==> src/sv/bprs_pkg.sv <==
// Package: widths, constants and coefficient table of the power regime supervisor.
`timescale 1ns / 1ps
package bprs_pkg;

  // Field widths
  localparam int ADC_CODE_W   = 12;
  localparam int ADC_BITS_DEF = 12;
  localparam int THR_W        = 7;
  localparam int MODE_W       = 2;
  localparam int CHG_W        = 15;
  localparam int MASK_W       = 9;

  // Configuration port
  localparam int CFG_IDX_W  = 2;
  localparam int CFG_DATA_W = 12;
  localparam logic [CFG_IDX_W-1:0] CFG_FULL_ABOVE    = 2'd0;
  localparam logic [CFG_IDX_W-1:0] CFG_REDUCED_ABOVE = 2'd1;
  localparam logic [CFG_IDX_W-1:0] CFG_LOW_ABOVE     = 2'd2;
  localparam logic [CFG_IDX_W-1:0] CFG_CUTOFF_CODE   = 2'd3;

  localparam logic [THR_W-1:0]      FULL_ABOVE_RST    = 7'd50;
  localparam logic [THR_W-1:0]      REDUCED_ABOVE_RST = 7'd25;
  localparam logic [THR_W-1:0]      LOW_ABOVE_RST     = 7'd10;
  localparam logic [ADC_CODE_W-1:0] CUTOFF_CODE_RST   = 12'd2110;

  // Regimes and their rail enables
  localparam logic [MODE_W-1:0] MODE_FULL    = 2'd0;
  localparam logic [MODE_W-1:0] MODE_REDUCED = 2'd1;
  localparam logic [MODE_W-1:0] MODE_LOW     = 2'd2;
  localparam logic [MODE_W-1:0] MODE_CRIT    = 2'd3;

  localparam logic [MASK_W-1:0] MASK_ALL  = 9'h1FF;
  localparam logic [MASK_W-1:0] MASK_LOW  = 9'h12C;
  localparam logic [MASK_W-1:0] MASK_NONE = 9'h000;

  // Arithmetic: Q24 accumulator, multiplier operand split into 9-bit digits
  localparam int FRAC      = 24;
  localparam int ACC_W     = 48;
  localparam int MUL_B_W   = 27;
  localparam int DIG_W     = 9;
  localparam int N_DIG     = MUL_B_W / DIG_W;
  localparam int DIG_CNT_W = $clog2(N_DIG);
  localparam int PROD_W    = ACC_W + MUL_B_W;
  localparam int N_HORNER  = 4;
  localparam int STEP_W    = $clog2(N_HORNER);
  localparam int PCT_W     = 31;
  localparam int PCT_SHIFT = PCT_W - CHG_W;

  // 6.6 V full scale in Q24
  localparam logic [MUL_B_W-1:0] V_SCALE_Q24 = 27'd110729626;

  localparam logic signed [ACC_W-1:0] C4_Q24      =  48'sd19642275149;
  localparam logic signed [ACC_W-1:0] C3_Q24      = -48'sd296267641035;
  localparam logic signed [ACC_W-1:0] C2_Q24      =  48'sd1671631512892;
  localparam logic signed [ACC_W-1:0] C1_Q24      = -48'sd4179069275347;
  localparam logic signed [ACC_W-1:0] C0_Q24      =  48'sd3904263509465;
  localparam logic signed [ACC_W-1:0] PCT_MAX_Q24 =  48'sd1677721600;

  // Shared multiplier control
  typedef struct packed {
    logic en;
    logic first;
  } mac_ctrl_t;

  // Coefficient added after Horner step idx (the leading one seeds the accumulator)
  function automatic logic signed [ACC_W-1:0] horner_coeff(input logic [STEP_W-1:0] idx);
    logic signed [ACC_W-1:0] c;
    case (idx)
      2'd0:    c = C3_Q24;
      2'd1:    c = C2_Q24;
      2'd2:    c = C1_Q24;
      default: c = C0_Q24;
    endcase
    return c;
  endfunction

endpackage

==> src/sv/bprs_mac.sv <==
// Shared digit-serial multiplier: signed accumulator operand times one 9-bit digit per cycle while enabled.
`timescale 1ns / 1ps
module bprs_mac import bprs_pkg::*; (
  input  logic                     clk_i,
  input  mac_ctrl_t                ctrl_i,
  input  logic signed [ACC_W-1:0]  a_i,
  input  logic [DIG_W-1:0]         d_i,
  output logic signed [PROD_W-1:0] p_o
);

  logic signed [ACC_W+DIG_W:0] pp;
  logic signed [PROD_W-1:0]    p_d, p_q;

  // digits arrive most significant first
  assign pp  = a_i * $signed({1'b0, d_i});
  assign p_d = ctrl_i.first ? PROD_W'(pp) : (p_q <<< DIG_W) + PROD_W'(pp);

  always_ff @(posedge clk_i) begin
    if (ctrl_i.en) begin
      p_q <= p_d;
    end
  end

  assign p_o = p_q;

endmodule

==> src/sv/battery_power_regime_supervisor.sv <==
// Top level: battery power regime supervisor (ADC sample to charge, regime and rail mask).
//
// Input channel (in_valid_i / in_ready_o / adc_code_i): one battery divider sample per item.
// Output channel (out_valid_o / out_ready_i): regime, changed flag, charge in 1/256 %
// and rail enable mask for that sample, one result item per input item, in order.
// Config port (cfg_we_i / cfg_addr_i / cfg_wdata_i): thresholds and cutoff code, to be written
// only while the block is idle; the block does not enforce this. Wide data is truncated to the register.
//
// Sequence: a sample above the cutoff goes through the volts product, the volts shift, then
// four Horner steps, each a product and an add, then clamp and classify. The 48x9 shared
// multiplier runs five products (volts, then four Horner steps), three digit passes each.
// At or below the cutoff an item skips the multiplier and goes straight to clamp and classify.
// in_ready_o is high only while the sequencer sits idle.
//
// The result sits in an output register; a new item is accepted while it waits. If the
// receiver still stalls when the next result is ready, the sequencer holds it until the
// register frees up, then updates the stored regime.
// Reset: thresholds 50/25/10, cutoff 2110, stored regime critical, no result pending.
`timescale 1ns / 1ps
module battery_power_regime_supervisor import bprs_pkg::*; #(
  parameter int ADC_BITS = ADC_BITS_DEF
) (
  input  logic                  clk_i,
  input  logic                  rst_ni,
  // sample in
  input  logic                  in_valid_i,
  output logic                  in_ready_o,
  input  logic [ADC_CODE_W-1:0] adc_code_i,
  // result out
  output logic                  out_valid_o,
  input  logic                  out_ready_i,
  output logic [MODE_W-1:0]     power_mode_o,
  output logic                  mode_changed_o,
  output logic [CHG_W-1:0]      charge_percent_o,
  output logic [MASK_W-1:0]     enable_mask_o,
  // configuration
  input  logic                  cfg_we_i,
  input  logic [CFG_IDX_W-1:0]  cfg_addr_i,
  input  logic [CFG_DATA_W-1:0] cfg_wdata_i
);

  // only the low ADC_BITS bits of the sample carry data
  localparam int CODE_W = (ADC_BITS < ADC_CODE_W) ? ADC_BITS : ADC_CODE_W;

  typedef enum logic [2:0] {
    S_IDLE,
    S_VMUL,
    S_VSHIFT,
    S_HMUL,
    S_HADD,
    S_CLAMP,
    S_OUT
  } state_e;

  // configuration registers
  logic [THR_W-1:0]      full_above_q, reduced_above_q, low_above_q;
  logic [ADC_CODE_W-1:0] cutoff_q;

  // sequencer and datapath registers
  state_e                  state_q;
  logic [DIG_CNT_W-1:0]    dig_q;
  logic [STEP_W-1:0]       step_q;
  logic [CODE_W-1:0]       code_q;
  logic [MUL_B_W-1:0]      v_q;
  logic signed [ACC_W-1:0] acc_q;
  logic [PCT_W-1:0]        pct_q;
  logic [MODE_W-1:0]       current_mode_q;

  // output register
  logic                    out_valid_q;
  logic [MODE_W-1:0]       power_mode_q;
  logic                    mode_changed_q;
  logic [CHG_W-1:0]        charge_q;
  logic [MASK_W-1:0]       mask_q;

  // combinational helpers
  logic [CODE_W-1:0]        code_in;
  logic                     above_cutoff;
  logic                     dig_last;
  logic                     step_last;
  logic signed [ACC_W-1:0]  a_sel;
  logic [MUL_B_W-1:0]       b_sel;
  logic [DIG_W-1:0]         digit;
  mac_ctrl_t                mac_ctrl;
  logic signed [PROD_W-1:0] mac_p;
  logic signed [ACC_W-1:0]  prod_shr;
  logic [PCT_W-1:0]         pct_clamped;
  logic [MODE_W-1:0]        mode_nxt;
  logic [MASK_W-1:0]        mask_nxt;

  // ---------------------------------------------------------------------------
  // Configuration writes
  // ---------------------------------------------------------------------------
  always_ff @(posedge clk_i or negedge rst_ni) begin
    if (!rst_ni) begin
      full_above_q    <= FULL_ABOVE_RST;
      reduced_above_q <= REDUCED_ABOVE_RST;
      low_above_q     <= LOW_ABOVE_RST;
      cutoff_q        <= CUTOFF_CODE_RST;
    end else if (cfg_we_i) begin
      case (cfg_addr_i)
        CFG_FULL_ABOVE:    full_above_q    <= cfg_wdata_i[THR_W-1:0];
        CFG_REDUCED_ABOVE: reduced_above_q <= cfg_wdata_i[THR_W-1:0];
        CFG_LOW_ABOVE:     low_above_q     <= cfg_wdata_i[THR_W-1:0];
        CFG_CUTOFF_CODE:   cutoff_q        <= cfg_wdata_i[ADC_CODE_W-1:0];
        default: ;
      endcase
    end
  end

  // ---------------------------------------------------------------------------
  // Shared multiplier operands
  // Volts pass: code * V_SCALE. Horner pass: acc * v. Digits MSB first.
  // ---------------------------------------------------------------------------
  assign code_in      = adc_code_i[CODE_W-1:0];
  assign above_cutoff = ADC_CODE_W'(code_in) > cutoff_q;
  assign dig_last     = dig_q == DIG_CNT_W'(N_DIG - 1);
  assign step_last    = step_q == STEP_W'(N_HORNER - 1);

  always_comb begin
    if (state_q == S_VMUL) begin
      a_sel = $signed(ACC_W'(code_q));
      b_sel = V_SCALE_Q24;
    end else begin
      a_sel = acc_q;
      b_sel = v_q;
    end
    digit = DIG_W'(b_sel >> (DIG_W * (N_DIG - 1 - int'(dig_q))));
    mac_ctrl.en    = (state_q == S_VMUL) || (state_q == S_HMUL);
    mac_ctrl.first = dig_q == '0;
  end

  bprs_mac u_mac (
    .clk_i  (clk_i),
    .ctrl_i (mac_ctrl),
    .a_i    (a_sel),
    .d_i    (digit),
    .p_o    (mac_p)
  );

  // floor(a*v / 2^24): arithmetic shift of the exact product
  assign prod_shr = ACC_W'(mac_p >>> FRAC);

  // clamp to [0, 100%]
  always_comb begin
    if (acc_q > PCT_MAX_Q24) begin
      pct_clamped = PCT_W'(PCT_MAX_Q24);
    end else if (acc_q < 0) begin
      pct_clamped = '0;
    end else begin
      pct_clamped = PCT_W'(acc_q);
    end
  end

  // regime from strict compares against whole-percent thresholds
  always_comb begin
    if (pct_q > {full_above_q, {FRAC{1'b0}}}) begin
      mode_nxt = MODE_FULL;
      mask_nxt = MASK_ALL;
    end else if (pct_q > {reduced_above_q, {FRAC{1'b0}}}) begin
      mode_nxt = MODE_REDUCED;
      mask_nxt = MASK_ALL;
    end else if (pct_q > {low_above_q, {FRAC{1'b0}}}) begin
      mode_nxt = MODE_LOW;
      mask_nxt = MASK_LOW;
    end else begin
      mode_nxt = MODE_CRIT;
      mask_nxt = MASK_NONE;
    end
  end

  // ---------------------------------------------------------------------------
  // Sequencer and output register
  // ---------------------------------------------------------------------------
  always_ff @(posedge clk_i or negedge rst_ni) begin
    if (!rst_ni) begin
      state_q        <= S_IDLE;
      dig_q          <= '0;
      step_q         <= '0;
      code_q         <= '0;
      v_q            <= '0;
      acc_q          <= '0;
      pct_q          <= '0;
      current_mode_q <= MODE_CRIT;
      out_valid_q    <= 1'b0;
      power_mode_q   <= MODE_CRIT;
      mode_changed_q <= 1'b0;
      charge_q       <= '0;
      mask_q         <= MASK_NONE;
    end else begin
      // in S_OUT a taken result is replaced by the new one below
      if (out_valid_q && out_ready_i && (state_q != S_OUT)) begin
        out_valid_q <= 1'b0;
      end
      case (state_q)
        S_IDLE: begin
          if (in_valid_i) begin
            code_q <= code_in;
            dig_q  <= '0;
            step_q <= '0;
            if (above_cutoff) begin
              acc_q   <= C4_Q24;
              state_q <= S_VMUL;
            end else begin
              acc_q   <= '0;   // at or below cutoff: zero percent
              state_q <= S_CLAMP;
            end
          end
        end
        S_VMUL: begin
          if (dig_last) begin
            dig_q   <= '0;
            state_q <= S_VSHIFT;
          end else begin
            dig_q <= dig_q + 1'b1;
          end
        end
        S_VSHIFT: begin
          v_q     <= MUL_B_W'(mac_p >>> ADC_BITS);
          state_q <= S_HMUL;
        end
        S_HMUL: begin
          if (dig_last) begin
            dig_q   <= '0;
            state_q <= S_HADD;
          end else begin
            dig_q <= dig_q + 1'b1;
          end
        end
        S_HADD: begin
          acc_q <= prod_shr + horner_coeff(step_q);
          if (step_last) begin
            state_q <= S_CLAMP;
          end else begin
            step_q  <= step_q + 1'b1;
            state_q <= S_HMUL;
          end
        end
        S_CLAMP: begin
          pct_q   <= pct_clamped;
          state_q <= S_OUT;
        end
        S_OUT: begin
          // wait here while the previous result is still held
          if (!out_valid_q || out_ready_i) begin
            out_valid_q    <= 1'b1;
            power_mode_q   <= mode_nxt;
            mode_changed_q <= mode_nxt != current_mode_q;
            charge_q       <= pct_q[PCT_W-1:PCT_SHIFT];
            mask_q         <= mask_nxt;
            current_mode_q <= mode_nxt;
            state_q        <= S_IDLE;
          end
        end
        default: state_q <= S_IDLE;
      endcase
    end
  end

  assign in_ready_o       = state_q == S_IDLE;
  assign out_valid_o      = out_valid_q;
  assign power_mode_o     = power_mode_q;
  assign mode_changed_o   = mode_changed_q;
  assign charge_percent_o = charge_q;
  assign enable_mask_o    = mask_q;

endmodule

==> config.mk <==
export PLATFORM = sky130hd
export DESIGN_NAME = battery_power_regime_supervisor
export DESIGN_NICKNAME = d
export VERILOG_FILES = /design/src/sv/bprs_pkg.sv /design/src/sv/bprs_mac.sv /design/src/sv/battery_power_regime_supervisor.sv
export SDC_FILE = /design/constraint.sdc
export NUM_CORES = 2
export LEC_CHECK = 0
export BUFFER_PORTS_ARGS = -buffer_cell sky130_fd_sc_hd__clkbuf_2
export CORE_MARGIN = 5
export CORE_UTILIZATION = 50
export DETAILED_ROUTE_END_ITERATION = 8
export PLACE_DENSITY_LB_ADDON = 0.3
export SLEW_MARGIN = 20
export SYNTH_ARGS = -nofsm -noshare
export SYNTH_HDL_FRONTEND = slang
export SYNTH_HIERARCHICAL = 1
export SYNTH_SLANG_ARGS = --single-unit
==> constraint.sdc <==
create_clock -name clk_i -period 14.45 [get_ports clk_i]
set_input_delay 2.89 -clock clk_i [delete_from_list [all_inputs] [get_ports clk_i]]
set_output_delay 2.89 -clock clk_i [all_outputs]
set_load 0.05 [all_outputs]
After elaboration in Yosys (flattened, before gate mapping)
Index checks and enable logic that the tools add are counted.
W data, S select, Z words.
- register bits: 258
- input bits: 31
- output and inout bits: 29
- logic and storage cells: 104
- add/subtract/negate cells: 5
- multiply operators: 2
- order comparisons: 6
- eq/ne operators: 20
- shifts and indexed selects: 1
- multiplexer cells: 31
- reductions and logical operators: 22
- operator list (operator ; count):
    $mux W48 ; 3
    $pmux W48 S3 ; 1
    $pmux W48 S2 ; 1
    $gt A31 B31 Y1 ; 3
    $add A72 B58 Y72 ; 1
    $mux W72 ; 1
    $mux W31 ; 2
    $mul A48 B10 Y58 ; 1
    $add A48 B48 Y48 ; 1
    $gt A48 B32 Y1 const B ; 1
    $lt A48 B1 Y1 const B ; 1
    $mux W35 ; 1
    $shr A27 B32 Y9 ; 1
    $mux W27 ; 1
    $mux W9 ; 3
    $pmux W3 S7 ; 1
    $mux W3 ; 6
    $reduce_and A2 Y1 ; 8
    $gt A12 B12 Y1 ; 1
    $eq A2 B2 Y1 const B ; 5
    $mux W2 ; 5
    $ne A2 B2 Y1 const B ; 5
    $eq A3 B3 Y1 const B ; 3
    $mul A5 B3 Y8 const A ; 1
    other kinds (18) ; 30

Longest topological paths before layout
- depth after elaboration: 6
- gate-level depth with buffers: 44
- gate-level depth less buffers: 39

Hierarchy
The synthesis kept the hierarchy.
- by module, submodules not included (module ; times used ; cells each ; area each (um2) ; seq. area each (um2)):
    bprs_mac ; 1 ; 2491 ; 21475.6 ; 2252.2
    battery_power_regime_supervisor ; 1 ; 1245 ; 11457.2 ; 4499.3

Worst setup path before layout
No wires, ideal clock.
- kind: register -> register
- from: register state_q[0]
- to: register u_mac/p_o[74] (netlist name)
- setup time: 0.296 ns
- data arrival time: 12.221 ns
- required time: 14.154 ns
- path slack: 1.932 ns
- stages on the path, launching flop included: 44
- buffers on the path: 9
- period minus slack after synthesis: 12.518 ns
- path through: dfrtp_1 -> clkbuf_1 -> nor2b_1 -> clkbuf_1 -> nor2b_1 -> clkbuf_1 -> clkbuf_1 -> o21ai_0 -> a211oi_1 -> clkbuf_1 -> clkbuf_1 -> nand2_1 -> fa_1 -> inv_1 -> fa_1 -> inv_1 -> fa_1 -> inv_1 -> [8 not listed] -> a31oi_1 -> o21ai_0 -> a2111oi_0 -> a2bb2oi_1 -> nand2_1 -> xnor2_1 -> ha_1 -> clkbuf_1 -> and3_1 -> and2_1 -> clkbuf_1 -> nand2_1 -> a21oi_1 -> nor4b_1 -> o41ai_1 -> a41oi_1 -> mux2i_1 -> xnor2_1
- RTL lines (item ; line ; source):
    start, declared ; battery_power_regime_supervisor.sv:60 ; state_e state_q;
    start signal, assigned ; battery_power_regime_supervisor.sv:177 ; state_q <= S_IDLE;
    start signal, assigned ; battery_power_regime_supervisor.sv:203 ; state_q <= S_VMUL;
    start signal, assigned ; battery_power_regime_supervisor.sv:206 ; state_q <= S_CLAMP;

Worst setup path after layout
- from: register state_q[2]
- to: register u_mac.p_q[67] (netlist: u_mac/p_o[67]) (data pin)
- word-level cells in the longest chain between the ends: 6
- elaborated cells between the ends (all ways): 7
- classes of those cells: 1 x add/sub; 1 x mul; 1 x eq/ne; 1 x shift; 3 x mux
- ends and longest elaborated chain (item ; line ; source):
    $eq A3 B1 Y1 (*) ; battery_power_regime_supervisor.sv:121 ; if (state_q == S_VMUL) begin
    $mux W27 (*) ; battery_power_regime_supervisor.sv:121 ;
    $shr A27 B32 Y9 (*) ; battery_power_regime_supervisor.sv:128 ; digit = DIG_W'(b_sel >> (DIG_W * (N_DIG - 1 - int'(dig_q))));
    named net digit[2] ; battery_power_regime_supervisor.sv:83 ; logic [DIG_W-1:0] digit;
    $mul A48 B10 Y58 (*) ; bprs_mac.sv:15 ; assign pp = a_i * $signed({1'b0, d_i});
    $add A72 B58 Y72 ; bprs_mac.sv:16 ; assign p_d = ctrl_i.first ? PROD_W'(pp) : (p_q <<< DIG_W) + PROD_W'(pp);
    $mux W72 (*) ; bprs_mac.sv:16 ;
    named net u_mac.p_d[67] ; bprs_mac.sv:12 ; logic signed [PROD_W-1:0] p_d, p_q;
    end signal, assigned ; bprs_mac.sv:20 ; p_q <= p_d;
    end, declared ; bprs_mac.sv:12 ;
The timed path passes the listed nets; every way through them passes the cells marked *.
A chain may end at the register's enable or synchronous reset.

==> impl_metrics.env <==
export IMPL_run_status="finished clean"
export IMPL_grt_pass1_vias=26400
export IMPL_gp_congestion=1.01
export IMPL_grt_pass1_wl_um=147000
export IMPL_syn_area_mm2=0.0326
export IMPL_fill_cells=6012
export IMPL_tightest_slew_ps=1110
export IMPL_coreArea_mm2=0.0645
export IMPL_post_cts_buffers=0
export IMPL_slowest_delay_ps=930
export IMPL_die_area_mm2=0.0704
export IMPL_final_cell_mix="nand2_1, inv_1, fa_1, and2_1, ha_1"
export IMPL_layout_area_seq_mm2=0.00666
export IMPL_drt_pass1_iter_count=6
export IMPL_die_w_um=265
export IMPL_cp_required_ps=14740
export IMPL_fin_worst_skew_ps=28.8
export IMPL_crit_buf_inv=5
export IMPL_start_util=0.506
export IMPL_crit_arrival_ps=12390
export IMPL_insertion_delay_ps=590
export IMPL_cts_root_buf="clkbuf_16"
export IMPL_post_dp_hpwl_um=72400
export IMPL_setup_tns_ps=0
export IMPL_area_growth_syn_to_layout_pct=6.06
export IMPL_worst_path_max_fanout=64
export IMPL_setup_viol=0
export IMPL_cts_hold_buffers_added=0
export IMPL_fmax_mhz=82.6
export IMPL_slowest_stage="a2111oi_0"
export IMPL_antenna_found_initial=3
export IMPL_grt_overflow_total=0
export IMPL_relSlewSlack=0.257
export IMPL_final_common_cell="nand2_1"
export IMPL_critPathLaunchType="flop"
export IMPL_die_y_um=265
export IMPL_synth_area_per_cell_um2=8.82
export IMPL_critPathKind="flop to flop"
export IMPL_hold_viol=0
export IMPL_yosysWarnings=6
export IMPL_row_count=93
export IMPL_avgRoutedWirePerCell_um=20.3
export IMPL_hold_ws_ps=476
export IMPL_first_iter_violations=2335
export IMPL_gr_usage_all_layers=0.258
export IMPL_cp_common_cell="fa_1"
export IMPL_min_path_type="flop to flop"
export IMPL_cts_tree="built"
export IMPL_netlist_instances=3694
export IMPL_vias=26500
export IMPL_drive_gt1_frac=0.0803
export IMPL_cts_sinks=251
export IMPL_period_share=0.837
export IMPL_ios=60
export IMPL_cts_resized=0
export IMPL_cts_max_path_buffers=3
export IMPL_drc=0
export IMPL_wirelength_um=91600
export IMPL_cpLargestDelayFamily="compound AO/OA/AOI/OAI gates"
export IMPL_nets=4276
export IMPL_portBuffers=59
export IMPL_cts_buffers=29
export IMPL_maxCapViolations=0
export IMPL_syn_nets=4331
export IMPL_via_per_inst=5.87
export IMPL_slew_viol_final=0
export IMPL_utilization=0.536
export IMPL_multi_input_area_mm2=0.0237
export IMPL_worstSetupEndpointType="flop"
export IMPL_cts_htree_levels=1
export IMPL_ant_nets=0
export IMPL_fin_crit_ps=12100
export IMPL_rsz0062_at_grt="false"
export IMPL_grt_max_degree=115
export IMPL_cts_clk_slew_worst_paths_ps=60
per-stage QoR:
| step | cell area, µm² | std cells | worst slack (ps) |
|---|---|---|---|
| after detailed placement | 33600 | 4462 | 2550 |
| after global routing | 34600 | 4517 | 1800 |
| after floorplan | 32600 | 3694 | 2340 |
| after global placement | 33600 | 4461 | 2580 |
| after CTS | 34600 | 4516 | 2530 |
| final | 34600 | 4518 | 2350 |
layout make-up:
| class | instances | share of cell area |
|---|---|---|
| flip-flops and latches | 251 | 0.193 |
| multi-input cells | 2842 | 0.686 |
| repair buffers | 87 | 0.0149 |
| diodes | 1 | 0.0000724 |
| inverters | 428 | 0.0465 |
| clock buffers | 38 | 0.0238 |
| clock inverters | 16 | 0.00496 |
| well taps | 855 | 0.0309 |
worst min-delay path, delay by kind of cell (launching register included):
| family | cells | cell delay [ps] |
|---|---|---|
| flops | 1 | 340 |
| simple gates | 2 | 100 |
state kept, by name, summed over array words and instances, names as in the netlist:
signal            flops
acc_q                48
charge_percent_o     15
code_q               12
cutoff_q             12
dig_q                 2
enable_mask_o         2
full_above_q          7
low_above_q           7
mode_changed_o        1
out_valid_o           1
pct_q                31
power_mode_o          2
reduced_above_q       7
state_q               3
step_q                2
u_mac/p_o            72
v_q                  27
metal layers:
| metal | GRT usage | vias to the layer above | part of all wire |
|---|---|---|---|
| met5 | 0 | - | 0 |
| met4 | 0.0783 | 0 | 0.037 |
| met3 | 0.0227 | 188 | 0.058 |
| met2 | 0.435 | 933 | 0.47 |
| met1 | 0.357 | 13100 | 0.43 |
| li1 | - | 12300 | - |
worst paths after layout:
kind	startpoint	end	slack (ps)	depth (start not counted)
max reg2reg	state_q[2]$_DFFE_PN0P_	u_mac/p_o[67]$_DFFE_PP_	2350	36
min	charge_percent_o[4]$_DFFE_PN0P_	charge_percent_o[4]$_DFFE_PN0P_	480	2
min in group asynchronous	rst_ni	cutoff_q[9]$_DFFE_PN0P_	2410	1
min reg2reg	charge_percent_o[4]$_DFFE_PN0P_	charge_percent_o[4]$_DFFE_PN0P_	480	2
max in group asynchronous	rst_ni	v_q[5]$_DFFE_PN0P_	10610	2
max	state_q[2]$_DFFE_PN0P_	u_mac/p_o[67]$_DFFE_PP_	2350	36
Power is not shown: default switching activity piles up to over one toggle a cycle in this logic, so the estimate is an artifact.
